<file path="src/rtl/mff_pkg.sv">
// ----------------------------------------------------------------------------
// mff_pkg
// Shared types and constants for the multichannel frame FIFO: field widths,
// command codes, register indexes and the controller/datapath interface.
// ----------------------------------------------------------------------------
package mff_pkg;

    localparam int CMD_W       = 3;
    localparam int FRAME_W     = 6;
    localparam int SAMPLE_W    = 32;
    localparam int CAP_CFG_W   = 11;
    localparam int CH_CFG_W    = 2;
    localparam int CFG_DATA_W  = 11;
    localparam int CFG_INDEX_W = 1;

    localparam logic [CAP_CFG_W-1:0] CAP_CFG_RESET = 11'd1024;
    localparam logic [CH_CFG_W-1:0]  CH_CFG_RESET  = 2'd2;
    localparam int                   CAP_MIN       = 2;
    localparam int                   CH_MIN        = 1;

    localparam logic [CFG_INDEX_W-1:0] CFG_IDX_CAPACITY = 1'b0;
    localparam logic [CFG_INDEX_W-1:0] CFG_IDX_CHANNELS = 1'b1;

    typedef enum logic [CMD_W-1:0] {
        CMD_WRITE_BEGIN  = 3'd0,
        CMD_WRITE_SAMPLE = 3'd1,
        CMD_READ         = 3'd2,
        CMD_PEEK         = 3'd3,
        CMD_CLEAR        = 3'd4
    } t_command;

    // Datapath operation for the current cycle
    typedef enum logic [3:0] {
        OP_NONE,
        OP_WBEGIN,
        OP_WSAMPLE,
        OP_STRAY,
        OP_READ_START,
        OP_PEEK_START,
        OP_RD_EMPTY,
        OP_RD_NEXT,
        OP_RD_LAST,
        OP_CLEAR,
        OP_UNKNOWN
    } t_op;

    typedef struct packed {
        t_op op;
    } t_ctl;

    typedef struct packed {
        logic out_free;       // result register empty or being taken
        logic pending_zero;   // no write open
        logic avail_zero;     // read/peek would move no frames
        logic remaining_one;  // next sample is the final one of the run
    } t_sts;

endpackage

</file>
<file path="src/rtl/mff_ctrl.sv">
// ----------------------------------------------------------------------------
// mff_ctrl
// Request sequencer: decodes the accepted command into a datapath operation
// and steps through the sample run of a read or peek.
// ----------------------------------------------------------------------------
module mff_ctrl (
    input  logic                       i_clk,
    input  logic                       i_rst_n,
    input  logic                       i_in_valid,
    output logic                       o_in_ready,
    input  logic [mff_pkg::CMD_W-1:0]  i_command,
    input  mff_pkg::t_sts              i_sts,
    output mff_pkg::t_ctl              o_ctl
);
    import mff_pkg::*;

    typedef enum logic {
        S_IDLE,
        S_READ
    } t_state;

    t_state r_state;
    t_state n_state;
    t_ctl   ctl;

    always_comb begin
        n_state    = r_state;
        ctl.op     = OP_NONE;
        o_in_ready = 1'b0;
        case (r_state)
            S_IDLE: begin
                o_in_ready = i_sts.out_free;
                if (i_in_valid && i_sts.out_free) begin
                    case (i_command)
                        CMD_WRITE_BEGIN:  ctl.op = OP_WBEGIN;
                        CMD_WRITE_SAMPLE: ctl.op = i_sts.pending_zero ? OP_STRAY : OP_WSAMPLE;
                        CMD_READ: begin
                            if (i_sts.avail_zero) begin
                                ctl.op = OP_RD_EMPTY;
                            end else begin
                                ctl.op  = OP_READ_START;
                                n_state = S_READ;
                            end
                        end
                        CMD_PEEK: begin
                            if (i_sts.avail_zero) begin
                                ctl.op = OP_RD_EMPTY;
                            end else begin
                                ctl.op  = OP_PEEK_START;
                                n_state = S_READ;
                            end
                        end
                        CMD_CLEAR:        ctl.op = OP_CLEAR;
                        default:          ctl.op = OP_UNKNOWN;
                    endcase
                end
            end
            S_READ: begin
                if (i_sts.out_free) begin
                    if (i_sts.remaining_one) begin
                        ctl.op  = OP_RD_LAST;
                        n_state = S_IDLE;
                    end else begin
                        ctl.op = OP_RD_NEXT;
                    end
                end
            end
            default: n_state = S_IDLE;
        endcase
    end

    always_ff @(posedge i_clk) begin
        if (!i_rst_n) begin
            r_state <= S_IDLE;
        end else begin
            r_state <= n_state;
        end
    end

    assign o_ctl = ctl;

endmodule

</file>
<file path="config.mk">
export PLATFORM = sky130hd
export DESIGN_NAME = mff_ctrl
export DESIGN_NICKNAME = d
export VERILOG_FILES = /design/src/rtl/mff_pkg.sv /design/src/rtl/mff_ctrl.sv
export SDC_FILE = /design/constraint.sdc
export NUM_CORES = 1
export LEC_CHECK = 0
export BUFFER_PORTS_ARGS = -buffer_cell sky130_fd_sc_hd__clkbuf_2
export CORE_AREA = 2 2 39 41
export CTS_CLUSTER_DIAMETER = 60
export CTS_CLUSTER_SIZE = 28
export DETAILED_ROUTE_END_ITERATION = 10
export DIE_AREA = 0 0 41 43
export MAX_ROUTING_LAYER = met4
export PLACE_DENSITY = 0.35
export REMOVE_ABC_BUFFERS = 1
export SYNTH_ARGS = -nofsm -noshare
export SYNTH_HDL_FRONTEND = slang
export SYNTH_SLANG_ARGS = --single-unit
</file>
<file path="constraint.sdc">
create_clock -name i_clk -period 2.7 [get_ports i_clk]
set_input_delay 0.54 -clock i_clk [delete_from_list [all_inputs] [get_ports i_clk]]
set_output_delay 0.54 -clock i_clk [all_outputs]
set_load 0.005 [all_outputs]
</file>
# [Word-level counts from Yosys, hierarchy flattened]
# Index checks and enable logic that the tools add are counted.
[totals] word_cells=24 regBits=1 inputBits=10
[op_classes] bitwise=1 reduce_logical=3 n_mux=15 eq_ne=4
[ops] cell="4-bit one-hot mux with 5 select lines" n=1
[ops] cell="4-bit 2-to-1 mux" n=3
[ops] cell="4-bit one-hot mux with 2 select lines" n=1
[ops] cell="1-bit 2-to-1 mux" n=7
[ops] cell="3-bit by 2-bit equality test with 1-bit output (second input constant)" n=2
[ops] cell="2-bit 2-to-1 mux" n=2
[ops] cell="3-bit by 1-bit equality test with 1-bit output (second input constant)" n=1
[ops] cell="3-bit equality test (second input constant)" n=1
[ops] cell="3-bit zero test" n=1
[ops] cell="1-bit one-hot mux with 2 select lines" n=1
[ops] cell="2-bit OR reduction" n=1
[ops] cell="1-bit logical AND" n=1
[ops] cell="1-bit NOT" n=1

# [Depth between registers and ports, before layout]
# Gate-level depths: netlist (run 1).
[depth] ltp_word=5 depth_mapped=3 ltp_nobuf=3

# [Least setup slack after synthesis (run 1)]
# Ideal clock, no wire load.
[synth_timing] path_kind="in2out" startpoint="in i_in_valid" endpoint="out o_ctl[0] (netlist bit)" stages=3 t_arrival_ns=1.056 setup_slack_ns=1.104 required_time_ns=2.160 n_path_buf=0 path_cell_list="nor2b_1 > and2_1 > a32o_1"
[synth_rtl] item="start: declaration" line="mff_ctrl.sv:9" text="input logic i_in_valid,"
[synth_rtl] item="end: declaration" line="mff_ctrl.sv:13" text="output mff_pkg::t_ctl o_ctl"

==> results.json, run 1 <==
{
  "status": "completed",
  "p_per_area_nw_per_um2": 163,
  "grt_use_total_pct": 5.33,
  "netlist_top_cells_area": "nor2b_1 (16%), dfxtp_1 (13%), o21ai_0 (9.4%)",
  "drc": 0,
  "dieArea_um2": 1760,
  "post-cts-setup-buffers": 0,
  "grtUsageMet1_pct": 6.69,
  "hold_viol_final": 0,
  "fmax_mhz": 551,
  "cts.repair.resized": 0,
  "top_register": "r_state",
  "busiest_layer": "met2",
  "io_buffers": 14,
  "start_util_pct": 11.5,
  "critPathTopFamily": "simple AND/OR/NAND/NOR gates",
  "relSlewSlack_pct": 85.1,
  "ys_warn_count": 0,
  "nNetsFinal": 49,
  "fin_cells": 53,
  "tightest_slew_ns": 0.223,
  "cp-start-kind": "input pin",
  "timing.critical_path.buf_inv": 2,
  "yosysUniqueCellTypes": 13,
  "avgSynthCellArea_um2": 6.91,
  "critPathLaunch": "i_in_valid",
  "leakage_nw": 0.120,
  "post-place-cells": 53,
  "n_fill_cell": 164,
  "cp-endpoint": "o_ctl[0]",
  "yosysTopAreaCell": "nor2b_1",
  "setup_viol": 0,
  "final.setup_skew_ns": 0,
  "preCtsSetupSlack_ns": 0.871,
  "pin_count": 15,
  "gp_congestion": 0.658,
  "vias_per_cell": 4.04,
  "multi_input_area_um2": 131,
  "mostFrequentLayoutCell": "clkbuf_2",
  "synth_top_area_share_pct": 15.7,
  "path_cells": "clkbuf_2 -> nor2b_1 -> and2_1 -> a32o_1 -> clkbuf_2",
  "grt_use_met2_pct": 9.69,
  "drt_iter0_drc": 0,
  "min_path_type": "reg2reg",
  "die_x_um": 41,
  "drv_slew": 0,
  "synth_cells": 23,
  "grt_antenna_before_repair": 0,
  "worstPathArrival_ns": 1.28,
  "ys_ff_latch": 1,
  "final_cell_mix": "clkbuf_2 (14), nor2b_1 (4), o21ai_0 (3), nand2_1 (3)",
  "largest_reg_flops": 1,
  "rows": 14,
  "critPathMaxFanout": 3,
  "finalWorstSetupSlack_ns": 0.885,
  "insertion_delay_ns": 0,
  "route.vias.total": 214,
  "seqCellArea_um2": 20.0,
  "power.total_mw": 0.0405,
  "postRouteAntennaNets": 0,
  "largest_registers": "r_state (1)",
  "crit_cells": 5,
  "whs_ns": 0.626,
  "syn_to_final_growth_pct": 56.7,
  "maxCapViolCount": 0,
  "placed_cell_area_um2": 249,
  "drtPass1Iterations": 1,
  "core_um2": 1380,
  "seq_area_frac_synth_pct": 12.6,
  "grt_pass1_vias": 184,
  "synth.cell_area_um2": 159,
  "cts_hold_buf": 0,
  "finalCritPeriodShare_pct": 67.2,
  "postLayoutCellArea_um2": 249,
  "ir_worst_vdd_uv": 78.1,
  "path_class": "in2out",
  "grt_max_degree": 9,
  "cp_common_cell": "clkbuf_2",
  "worstHoldStart": "r_state",
  "cpPeakStageDelay_ns": 0.24,
  "endpoint_kind": "primary output",
  "ff2ff_path_depth": 3,
  "avgRoutedWirePerCell_um": 8.81,
  "rsz0062_at_grt": "false",
  "finalCriticalPeriod_ns": 1.82,
  "die_h_um": 43,
  "diodes": 0,
  "reg2reg_slack_ns": 1.64,
  "layout-drive-gt1-share_pct": 43.2,
  "wirelength_um": 467,
  "utilization_pct": 18.0,
  "reg2reg_from": "r_state",
  "grt_use_met3_pct": 0,
  "clk_pin_slew_ns": 0,
  "critPathSlowestCell": "a32o_1",
  "worstPathRequired_ns": 2.16,
  "r2r_end": "r_state",
  "grt_pass1_wl_um": 696,
  "setup_tns_ns": 0,
  "grt_overflow": 0
}
cell families after synthesis:
family / count (synthesis) / share of synthesized area, %
simple gates: 12 / 44.9
flops: 1 / 12.6
compound gates: 8 / 37.8
buf+inv: 2 / 4.73
Yosys cell counts:
cell type,instances
and4bb_2,1
inv_1,2
nand2_1,3
o21ai_0,3
a32oi_1,1
nor2_1,1
dfxtp_1,1
o21a_1,2
and2_1,2
o221a_2,1
nand2b_1,1
a32o_1,1
nor2b_1,4
routing by layer:
| layer | vias to the layer above | routed length (um) | part of all wire [%] |
|---|---|---|---|
| li1 | 112 | - | - |
| met1 | 94 | 205 | 44 |
| met2 | 8 | 221 | 47 |
| met3 | 0 | 40 | 8.6 |
| met4 | 0 | 0 | 0 |
| met5 | - | 0 | 0 |
report_power, final:
| part | total, mW | internal, mW | switching, mW | leakage, nW |
|---|---|---|---|---|
| logic | 0.0248 | 0.0138 | 0.0110 | 0.112 |
| clock network | 0 | 0 | 0 | 0 |
| registers | 0.0158 | 0.0154 | 0.000402 | 0.00808 |
layout make-up:
cell class | count | share of cell area [%]
Timing Repair Buffer | 14 | 28.1
Tap cell | 16 | 8.04
Inverter | 2 | 3.02
Multi-Input combinational cell | 20 | 52.8
Sequential cell | 1 | 8.04
worst min-delay path: stages (launching register included):
cell     delay (ns)
dfxtp_1        0.40
a32oi_1        0.09
nor2b_1        0.10
worst min-delay path by stage:
stage               endpoint  cells after the start  slack [ns]
floorplan            r_state                      2        0.56
global placement     r_state                      2        0.64
detailed placement   r_state                      2        0.64
CTS                  r_state                      2        0.64
global route         r_state                      2        0.68
finish               r_state                      2        0.63
(Power assumes the default switching activity.)
==> run 2: changes to the inputs <==
==> constraint.sdc (replaced) <==
create_clock -name i_clk -period 1.7 [get_ports i_clk]
set_input_delay 0.34 -clock i_clk [delete_from_list [all_inputs] [get_ports i_clk]]
set_output_delay 0.34 -clock i_clk [all_outputs]
set_load 0.005 [all_outputs]
==> results.json, run 2 (synthesis gave the netlist of run 1 again) <==
{
  "ff2ff_path_depth": 3,
  "reg2reg_slack_ns": 0.66,
  "largest_registers": "r_state (1)",
  "clock_power_share_pct": 0,
  "min_path_type": "in2reg",
  "drtPass1Iterations": 2,
  "multi_input_area_um2": 131,
  "tightest_slew_ns": 0.218,
  "vias_per_cell": 3.94,
  "switching_share_pct": 28.1,
  "avgRoutedWirePerCell_um": 8.89,
  "gp_congestion": 0.622,
  "fmax_mhz": 704,
  "drc": 0,
  "p_sw_mw": 0.0181,
  "worst_hold_path.endpoint": "r_state",
  "core_um2": 1380,
  "critPathMaxFanout": 3,
  "r2r_end": "r_state",
  "hold_viol_final": 0,
  "n_fill_cell": 170,
  "setup_tns_ns": 0,
  "p_per_area_nw_per_um2": 258,
  "leakage_nw": 0.120,
  "grt_max_degree": 9,
  "cp-start-kind": "input pin",
  "worstHoldStart": "i_rst_n",
  "syn_to_final_growth_pct": 56.7,
  "setup_viol": 0,
  "post-cts-setup-buffers": 0,
  "grt_pass1_wl_um": 696,
  "utilization_pct": 18.0,
  "grt_use_total_pct": 5.43,
  "maxCapViolCount": 0,
  "drv_slew": 0,
  "finalCritPeriodShare_pct": 83.5,
  "largest_reg_flops": 1,
  "clk_pin_slew_ns": 0,
  "whs_ns": 0.550,
  "power_frac_comb_pct": 61.0,
  "critPathLaunch": "i_in_valid",
  "ir_worst_vdd_uv": 105,
  "postRouteAntennaNets": 0,
  "dieArea_um2": 1760,
  "rsz0062_at_grt": "false",
  "layout-drive-gt1-share_pct": 43.2,
  "insertion_delay_ns": 0,
  "drt_iter0_drc": 2,
  "top_register": "r_state",
  "relSlewSlack_pct": 85.5,
  "grt_overflow": 0,
  "cts.repair.resized": 0,
  "worstPathArrival_ns": 1.08,
  "mostFrequentLayoutCell": "clkbuf_2",
  "worstPathRequired_ns": 1.36,
  "die_h_um": 43,
  "seq_power_share_pct": 39.0,
  "status": "completed",
  "finalCriticalPeriod_ns": 1.42,
  "nNetsFinal": 49,
  "endpoint_kind": "primary output",
  "start_util_pct": 11.5,
  "path_class": "in2out",
  "pin_count": 15,
  "die_x_um": 41,
  "grt_pass1_vias": 183,
  "io_buffers": 14,
  "p_int_mw": 0.0462,
  "rows": 14,
  "reg2reg_from": "r_state",
  "seqCellArea_um2": 20.0,
  "diodes": 0,
  "final_cell_mix": "clkbuf_2 (14), nor2b_1 (4), o21ai_0 (3), nand2_1 (3)",
  "route.vias.total": 209,
  "grt_antenna_before_repair": 0,
  "wirelength_um": 471,
  "min_path_cells": 2,
  "final.setup_skew_ns": 0,
  "cts_hold_buf": 0
}
run 2: power by group through the flow:
stage	combinational, mW	clock, mW	sequential, mW
final	0.0393	0	0.0251
after CTS	0.0404	0	0.0250
after global routing	0.0445	0	0.0251
after floorplan	0.0173	0	0.0248
after global placement	0.0407	0	0.0251
after detailed placement	0.0401	0	0.0250
run 2: layout make-up:
type                            instances  area share (%)
Inverter                                2            3.02
Multi-Input combinational cell         20            52.8
Sequential cell                         1            8.04
Tap cell                               16            8.04
Timing Repair Buffer                   14            28.1
run 2: worst max-delay path by stage:
| stage | to | slack (ns) | cells past startpoint |
|---|---|---|---|
| 4_1_cts | o_ctl[0] | 0.27 | 5 |
| 3_5_place_dp | o_ctl[0] | 0.27 | 5 |
| 6_report | o_ctl[0] | 0.28 | 5 |
| 2_1_floorplan | o_ctl[0] | 0.50 | 3 |
| 5_1_grt | o_ctl[0] | 0.21 | 5 |
| 3_3_place_gp | o_ctl[0] | 0.27 | 5 |
run 2: metrics by stage:
step / power [mW] / worst slack [ns] / instance area (um2) / cells
global placement: 0.0658 / 0.271 / 249 / 53
detailed placement: 0.0652 / 0.266 / 249 / 53
CTS: 0.0654 / 0.265 / 249 / 53
floorplan: 0.0421 / 0.504 / 159 / 23
finish: 0.0643 / 0.280 / 249 / 53
global route: 0.0696 / 0.213 / 249 / 53
run 2: worst max-delay path, stage by stage:
cell and delay, ns:
clkbuf_2 0.09, nor2b_1 0.13, and2_1 0.16, a32o_1 0.25, clkbuf_2 0.11
run 2: routing by layer:
layer | GRT usage, % | wire length, um | up-vias
met2 | 9.38 | 211 | 8
met3 | 0.524 | 48 | 0
li1 | - | - | 112
met5 | - | 0 | -
met1 | 6.98 | 211 | 89
met4 | 0 | 0 | 0
==> run 3: changes to the inputs <==
--- a/config.mk
+++ b/config.mk
@@ -12,7 +12,7 @@
 export DETAILED_ROUTE_END_ITERATION = 10
 export DIE_AREA = 0 0 41 43
 export MAX_ROUTING_LAYER = met4
-export PLACE_DENSITY = 0.35
+export PLACE_DENSITY = 0.36
 export REMOVE_ABC_BUFFERS = 1
 export SYNTH_ARGS = -nofsm -noshare
 export SYNTH_HDL_FRONTEND = slang
==> constraint.sdc (replaced) <==
create_clock -name i_clk -period 1.3 [get_ports i_clk]
set_input_delay 0.26 -clock i_clk [delete_from_list [all_inputs] [get_ports i_clk]]
set_output_delay 0.26 -clock i_clk [all_outputs]
set_load 0.005 [all_outputs]
==> results.json, run 3 (synthesis gave the netlist of run 1 again) <==
{
  "status": "completed",
  "finalCritPeriodShare_pct": 95.5,
  "rsz0062_at_grt": "false",
  "cpPeakStageDelay_ns": 0.22,
  "drt_iter0_drc": 9,
  "layout-drive-gt1-share_pct": 46.2,
  "avgRoutedWirePerCell_um": 8.51,
  "clk_pin_slew_ns": 0,
  "syn_to_final_growth_pct": 66.1,
  "placed_cell_area_um2": 264,
  "insertion_delay_ns": 0,
  "pin_count": 15,
  "largest_reg_flops": 1,
  "drc": 0,
  "p_per_area_nw_per_um2": 331,
  "endpoint_kind": "primary output",
  "cp-start-kind": "input pin",
  "tightest_slew_ns": 0.211,
  "grt_antenna_before_repair": 0,
  "vias_per_cell": 4.00,
  "post-place-cells": 55,
  "grt_pass1_vias": 201,
  "finalWorstSetupSlack_ns": 0.0591,
  "postRouteAntennaNets": 0,
  "path_class": "in2out",
  "utilization_pct": 19.1,
  "setup_viol": 0,
  "setup_tns_ns": 0,
  "final_cell_mix": "clkbuf_2 (14), nor2b_1 (4), o21ai_0 (3), nand2_1 (3)",
  "rows": 14,
  "gp_congestion": 0.627,
  "worstPathArrival_ns": 0.98,
  "critPathMaxFanout": 4,
  "route.vias.total": 220,
  "reg2reg_slack_ns": 0.25,
  "preCtsSetupSlack_ns": 0.0275,
  "whs_ns": 0.477,
  "hpwlAfterDp_um": 438,
  "largest_registers": "r_state (1)",
  "grt_max_degree": 8,
  "n_fill_cell": 165,
  "cts_hold_buf": 0,
  "fmax_mhz": 806,
  "diodes": 0,
  "leakage_nw": 0.131,
  "relSlewSlack_pct": 85.9,
  "path_cells": "clkbuf_2 -> nand2b_1 -> o221a_2 -> o21a_1 -> clkbuf_2",
  "final.setup_skew_ns": 0,
  "grt_pass1_wl_um": 779,
  "die_h_um": 43,
  "min_path_type": "in2reg",
  "hold_viol_final": 0,
  "core_um2": 1380,
  "wirelength_um": 468,
  "drv_slew": 0,
  "worstPathRequired_ns": 1.04,
  "power.total_mw": 0.0874,
  "start_util_pct": 11.5,
  "ir_worst_vdd_uv": 155,
  "finalCriticalPeriod_ns": 1.24,
  "cp_common_cell": "clkbuf_2",
  "mostFrequentLayoutCell": "clkbuf_2",
  "fin_cells": 55,
  "drtPass1Iterations": 3,
  "die_x_um": 41,
  "grt_overflow": 0,
  "io_buffers": 14,
  "postLayoutCellArea_um2": 264,
  "grt_use_total_pct": 6.05,
  "critPathSlowestCell": "o221a_2",
  "top_register": "r_state",
  "nNetsFinal": 51,
  "dieArea_um2": 1760,
  "maxCapViolCount": 0
}
## run 3: worst max-delay path, delay by kind of cell
family          cells  cell delay, ns
compound gates      2            0.38
simple gates        1            0.13
buf+inv             2            0.20
## run 3: worst paths after layout
| path | start | end | depth (start not counted) |
|---|---|---|---|
| worst min-delay path | i_rst_n | r_state | 2 |
| worst max register to register | r_state | r_state | 3 |
| worst min register to register | r_state | r_state | 3 |
| worst max-delay path | i_command[2] | o_ctl[1] | 5 |
## run 3: report_power, final
group | switching [mW] | total, mW | internal, mW
combinational | 0.0237 | 0.0549 | 0.0311
sequential | 0.000676 | 0.0326 | 0.0319
clock | 0 | 0 | 0
## run 3: per-layer routing
layer	up-vias	wire length, um	part of all wire, %	global-route usage, %
met5	-	0	0	-
met4	0	0	0	0
met3	0	48	10	0.524
met2	8	232	50	10.6
met1	97	187	40	7.64
li1	115	-	-	-
## run 3: final cells by class
class,instances,area [um2],area share (%)
inverters,2,7.51,2.84
repair buffers,16,85.1,32.2
multi-input cells,20,131,49.8
flip-flops and latches,1,20.0,7.58
well taps,16,20.0,7.58
## run 3: repair_timing
action	CTS	global route
setup buffers	0	0
setup endpoints to repair	0	1
resized for setup	0	0
